`src/sv/sit_pkg.sv`:
```
package sit_pkg;

   localparam int COORD_WIDTH = 16;
   localparam int DIFF_WIDTH  = COORD_WIDTH + 1;
   localparam int PROD_WIDTH  = 2 * COORD_WIDTH + 2;
   localparam int STAGES      = 4;

   typedef logic signed [COORD_WIDTH-1:0] coord_type;

   typedef enum logic [1:0] {
      KIND_NONE     = 2'd0,
      KIND_ENDPOINT = 2'd1,
      KIND_CROSSING = 2'd2
   } kind_type;

   typedef struct packed {
      coord_type ax;
      coord_type ay;
      coord_type bx;
      coord_type by;
      coord_type cx;
      coord_type cy;
      coord_type dx;
      coord_type dy;
   } req_type;

   typedef struct packed {
      logic       intersects;
      logic [1:0] contact_kind;
   } rsp_type;

   // pos/neg: sign of the cross product; on_seg: point inside the segment's box
   typedef struct packed {
      logic pos;
      logic neg;
      logic on_seg;
   } orient_type;

   // stage advance enables for the three orientation stages
   typedef struct packed {
      logic s3;
      logic s2;
      logic s1;
   } orient_en_type;

endpackage

```
`src/sv/sit_orient.sv`:
```
module sit_orient
   import sit_pkg::*;
(
   input  logic          clock,
   input  orient_en_type en,
   input  coord_type     p_x,
   input  coord_type     p_y,
   input  coord_type     q_x,
   input  coord_type     q_y,
   input  coord_type     r_x,
   input  coord_type     r_y,
   output orient_type    result
);

   logic signed [DIFF_WIDTH-1:0] ux_ff, uy_ff, vx_ff, vy_ff;
   logic signed [DIFF_WIDTH-1:0] ux_in, uy_in, vx_in, vy_in;
   logic signed [PROD_WIDTH-1:0] l_ff, r_ff, l_in, r_in;
   logic                         box1_ff, box2_ff, box_in;
   orient_type                   result_ff, result_in;
   logic                         in_x, in_y;

   always_comb begin
      ux_in = DIFF_WIDTH'(q_x) - DIFF_WIDTH'(p_x);
      uy_in = DIFF_WIDTH'(q_y) - DIFF_WIDTH'(p_y);
      vx_in = DIFF_WIDTH'(r_x) - DIFF_WIDTH'(p_x);
      vy_in = DIFF_WIDTH'(r_y) - DIFF_WIDTH'(p_y);
      in_x  = (p_x <= r_x && r_x <= q_x) || (q_x <= r_x && r_x <= p_x);
      in_y  = (p_y <= r_y && r_y <= q_y) || (q_y <= r_y && r_y <= p_y);
      box_in = in_x && in_y;
      l_in  = ux_ff * vy_ff;
      r_in  = uy_ff * vx_ff;
      result_in.pos    = l_ff > r_ff;
      result_in.neg    = l_ff < r_ff;
      result_in.on_seg = box2_ff;
   end

   always_ff @(posedge clock) begin
      if (en.s1) begin
         ux_ff   <= ux_in;
         uy_ff   <= uy_in;
         vx_ff   <= vx_in;
         vy_ff   <= vy_in;
         box1_ff <= box_in;
      end
      if (en.s2) begin
         l_ff    <= l_in;
         r_ff    <= r_in;
         box2_ff <= box1_ff;
      end
      if (en.s3) begin
         result_ff <= result_in;
      end
   end

   assign result = result_ff;

endmodule

```
`config.mk`:
```
export PLATFORM = sky130hd
export DESIGN_NAME = sit_orient
export DESIGN_NICKNAME = d
export VERILOG_FILES = /design/src/sv/sit_pkg.sv /design/src/sv/sit_orient.sv
export SDC_FILE = /design/constraint.sdc
export NUM_CORES = 2
export LEC_CHECK = 0
export ABC_AREA = 0
export BUFFER_PORTS_ARGS = -buffer_cell sky130_fd_sc_hd__buf_2
export CORE_MARGIN = 2
export CORE_UTILIZATION = 25
export DETAILED_ROUTE_END_ITERATION = 16
export GPL_TIMING_DRIVEN = 0
export HOLD_SLACK_MARGIN = 0.15
export PLACE_DENSITY_LB_ADDON = 0.25
export REMOVE_ABC_BUFFERS = 1
export SETUP_SLACK_MARGIN = 0.05
export SYNTH_ARGS = -nofsm -noshare
export SYNTH_HDL_FRONTEND = slang
export SYNTH_SLANG_ARGS = --single-unit
```
`constraint.sdc`:
```
create_clock -name clock -period 13.1 [get_ports clock]
set_clock_uncertainty 0.1 [all_clocks]
set_input_delay 0.655 -clock clock [delete_from_list [all_inputs] [get_ports clock]]
set_output_delay 0.655 -clock clock [all_outputs]
set_load 0.02 [all_outputs]
```
# ---- Word level (Yosys, flattened, before mapping)
# Index checks and enable logic that the tools add are counted.
dict set report word_totals {
  word_cells 34
  output_inout_bits 3
  input_bits 100
  register_bits 141
}
dict set report op_classes {
  add_sub_neg 4
  mul 2
  n_lt_le_gt_ge 10
  n_reduce_logical 7
}
# cell n
set ops {}
lappend ops {{$le A16 B16 Y1} 8}
lappend ops {{$mul A17 B17 Y34} 2}
lappend ops {{$sub A16 B16 Y17} 4}
lappend ops {{$gt A34 B34 Y1} 1}
lappend ops {{$lt A34 B34 Y1} 1}
lappend ops {{$logic_and A1 B1 Y1} 5}
lappend ops {{$logic_or A1 B1 Y1} 2}

# ---- Logic depth before layout (Yosys ltp)
dict set report depth {
  ltp_word 4
  ltp_mapped 24
  ltp_nobuf 22
}

# ---- Worst setup path after synthesis
# No wires, ideal clock.
dict set report synth_timing {
  path_kind {reg2reg}
  start {reg vx_ff[8]}
  end {reg r_ff[30] (data pin)}
  path_slack_ps 6838
  n_path_buf 2
  setup_ps 135
  path_stages_with_launch 24
  arrival_ps 6027
  cell_sequence {edfxtp_1 -> clkbuf_1 -> clkbuf_1 -> nand2_1 -> fa_1 -> inv_1 -> fa_1 -> inv_1 -> fa_1 -> inv_1 -> fa_1 -> fa_1 -> inv_1 -> fa_1 -> inv_1 -> ha_1 -> a21o_1 -> a21o_1 -> a21o_1 -> a41oi_1 -> o31ai_1 -> a41o_1 -> or4_1 -> nand3_1}
}
dict set report synth_between {
  elab_chain_len 1
}
# element line
set synth_rtl {}
lappend synth_rtl {{from (decl)} sit_orient.sv:15} ;# logic signed [DIFF_WIDTH-1:0] ux_ff, uy_ff, vx_ff, vy_ff;
lappend synth_rtl {{from (signal assigned)} sit_orient.sv:41} ;# vx_ff <= vx_in;
lappend synth_rtl {{$mul A17 B17 Y34} sit_orient.sv:31} ;# r_in = uy_ff * vx_ff;
lappend synth_rtl {{via r_in[30]} sit_orient.sv:17} ;# logic signed [PROD_WIDTH-1:0] l_ff, r_ff, l_in, r_in;
lappend synth_rtl {{to (signal assigned)} sit_orient.sv:47} ;# r_ff <= r_in;
lappend synth_rtl {{to (decl)} sit_orient.sv:17}
# The timed path passes the listed nets, and every way through them passes these cells.
# A chain may end at the register's enable or synchronous reset.

# ---- Worst setup path in the final report
dict set report layout_timing {
  start {reg vy_ff[8]}
  end {reg l_ff[33] (data pin)}
}
dict set report layout_between {
  elab_chain_len 1
}
# element line
set layout_rtl {}
lappend layout_rtl {{from (decl)} sit_orient.sv:15}
lappend layout_rtl {{from (signal assigned)} sit_orient.sv:42} ;# vy_ff <= vy_in;
lappend layout_rtl {{$mul A17 B17 Y34} sit_orient.sv:30} ;# l_in = ux_ff * vy_ff;
lappend layout_rtl {{via l_in[33]} sit_orient.sv:17}
lappend layout_rtl {{to (signal assigned)} sit_orient.sv:46} ;# l_ff <= l_in;
lappend layout_rtl {{to (decl)} sit_orient.sv:17}
# The timed path passes the listed nets, and every way through them passes these cells.

==> impl_metrics.tcl <==
set metrics [dict create \
    port_buffers 102 \
    area_growth_syn_to_layout_pct 9.45 \
    synth_compound_area_frac 0.0758 \
    grt_pass1_vias 23159 \
    synth_area_sq_um 30900 \
    ys_seq_elements 141 \
    die_area_sq_um 126000 \
    synthArstFlopShare 0 \
    critPathMaxFanout 17 \
    viasPerCell 4.41 \
    yosysWarnings 0 \
    finalNonFillerCells 4922 \
    cp-end-kind "flip-flop" \
    via_count 21690 \
    synth_xor_area_frac 0.0303 \
    synthMuxAreaShare 0.000324 \
    critPathLaunchType "flip-flop" \
    min_from "box2_ff" \
    yosys.area.top_type "fa_1" \
    final_net_count 4274 \
    cts_sinks 141 \
    synth_top_family_by_area "adder cells" \
    cts_setup_buffers 0 \
    relSlewSlack 0.304 \
    r2r_slack_ns 5.81 \
    postCtsResizedCells 0 \
    drc_errors 0 \
    hpwl_microns 68000 \
    r2r-end "l_ff[33]" \
    synth_area_leaders "fa_1 (39%), edfxtp_1 (14%), ha_1 (12%)" \
    fin_crit_sh 0.556 \
    wl_microns 81400 \
    worstMarginPinSlew_ns 1.04 \
    synth_area_per_cell_sq_um 9.54 \
    grt_pass1_wl_microns 131000 \
    synthAdderAreaFrac 0.509 \
    ctsHoldBuffers 0 \
    core_sq_um 122000 \
    fmax_mhz 137 \
    synth_common_cells "inv_1 (776), fa_1 (596), ha_1 (302)" \
    cts_root_buf "clkbuf_16" \
    worst_r2r_path_depth 21 \
    period_needed_ns 7.29 \
    crit_type "flip-flop to flip-flop" \
    synthFlopType "edfxtp_1" \
    cts_inserted_buffers 17 \
    first_iter_violations 1047 \
    htreeDepth 4 \
    synth-simple-area-share 0.143 \
    outcome "complete, no violations" \
    crit_required_ns 13.22 \
    io_pins 103 \
    overflow 0 \
    whs_ns 0.332 \
    rows 128 \
    drtPass1Iterations 7 \
    dieHeight_microns 356 \
    synth_enable_flop_cells 141 \
    synth_cell_types 61 \
    place_inst 4882 \
    setup_viol 0 \
    r2r_start "vy_ff[8]" \
    rsz0062_at_grt "false" \
    fin_setup_tns_ns 0 \
    start_util 0.253 \
    max-cap-violations 0 \
    drv_slew 0 \
    grt_antenna_before_repair 37 \
    yosysTopAreaCellShare 0.386 \
    drive_gt1_frac 0.0435 \
    ys_seq_area_frac 0.137 \
    tritoncts "built" \
    cp.arrival_ns 7.41 \
    dieWidth_microns 356 \
    antenna_left 0 \
    yosysMostFrequentCell "inv_1" \
    postSynthCellCount 3238 \
    cts_max_path_buffers 2 \
    gp_congestion 0.887 \
    hold_viol_final 0 \
    min_path_cells 0 \
    hp-class "flip-flop to flip-flop" \
    grt_max_degree 68 \
    wire_per_inst_microns 16.5 \
    grtUsageTotal 0.134 \
    clkTransAtPathRegs_ns 0.07 \
    worst_skew_pair.late_latency_ns 0.45 \
    whs_endpoint "result[0]" \
]
## placed cells by master, fill, tap and decap left out, types with 7 or more instances in the layout
cell type    n
inv_1      776
fa_1       596
ha_1       302
nand2_1    298
and2_1     294
edfxtp_1   141
buf_2      100
nor2_1      99
a21oi_1     94
xnor2_1     82
o21ai_0     60
a21o_1      51
nor3_1      38
o21a_1      29
nand3_1     28
nor2b_1     26
nand4_1     25
xor2_1      25
nand2b_1    23
clkbuf_16   17
a211oi_1    13
and3_1      13
a31oi_1     13
o211ai_1    12
a21boi_0    12
diode_2      8
o31ai_1      8
o21bai_1     7
or3_1        7
a2111oi_0    7
## layer usage
metal | global-route usage | vias to the layer above | routed length, microns
li1 | - | 10111 | -
met1 | 0.192 | 11017 | 37900
met2 | 0.211 | 441 | 36500
met3 | 0.0270 | 85 | 5560
met4 | 0.0214 | 36 | 1190
met5 | 0 | - | 197
## worst max-delay path by stage
stage / start / end / slack (ns) / depth (start not counted)
floorplan: vx_ff[3] / r_ff[30] / 6.94 / 20
global placement: vy_ff[8] / l_ff[33] / 5.87 / 21
detailed placement: vy_ff[8] / l_ff[33] / 5.85 / 21
CTS: vy_ff[8] / l_ff[33] / 5.81 / 21
global route: vy_ff[8] / l_ff[33] / 5.43 / 21
finish: vy_ff[8] / l_ff[33] / 5.81 / 21
## through the flow
| stage | setup WS (ns) | instance area (sq um) | utilization |
|---|---|---|---|
| 6_report | 5.81 | 33800 | 0.277 |
| 3_3_place_gp | 5.87 | 33100 | 0.271 |
| 5_1_grt | 5.43 | 33800 | 0.277 |
| 3_5_place_dp | 5.85 | 33200 | 0.272 |
| 2_1_floorplan | 6.94 | 30600 | - |
| 4_1_cts | 5.81 | 33800 | 0.277 |
## logic make-up (layout without fill, tap and decap cells)
kind of cell,after synthesis,after routing
adders and majority gates,898,898
and+or+nand+nor,876,876
buffers and inverters,861,912
AOI/OAI and AO/OA,354,354
DFF,141,141
xor gates and xnor gates,107,107
muxes,1,1
other,0,8
## flip-flops by register name, indices dropped and copies added, names as in the netlist
register  cells
box2_ff       1
box1_ff       1
vy_ff        17
uy_ff        17
l_ff         34
ux_ff        17
r_ff         34
result        3
vx_ff        17
## layout make-up
cell class / count / area (sq um)
fillers: 13159 / 88400
well taps: 1625 / 2030
multi-input cells: 2236 / 23400
repair buffers: 104 / 571
clock buffers: 19 / 433
diodes: 8 / 20.0
clock inverters: 13 / 181
flip-flops and latches: 141 / 4230
inverters: 776 / 2910
## worst max-delay path, cell delays in order, from the launching register on
cell	delay [ns]
edfxtp_1	1.04
nand2_1	0.19
fa_1	0.57
inv_1	0.05
fa_1	0.51
inv_1	0.07
fa_1	0.53
inv_1	0.05
fa_1	0.49
fa_1	0.51
inv_1	0.05
fa_1	0.47
inv_1	0.04
ha_1	0.35
nand3_1	0.11
nor3_1	0.07
o311a_1	0.17
o31ai_1	0.78
nand4b_1	0.24
a21oi_1	0.25
o21bai_1	0.10
xnor2_1	0.31
Power is left out: the tool's default activity adds up to more than one toggle a clock period on the data nets, which glitch-free logic cannot reach.
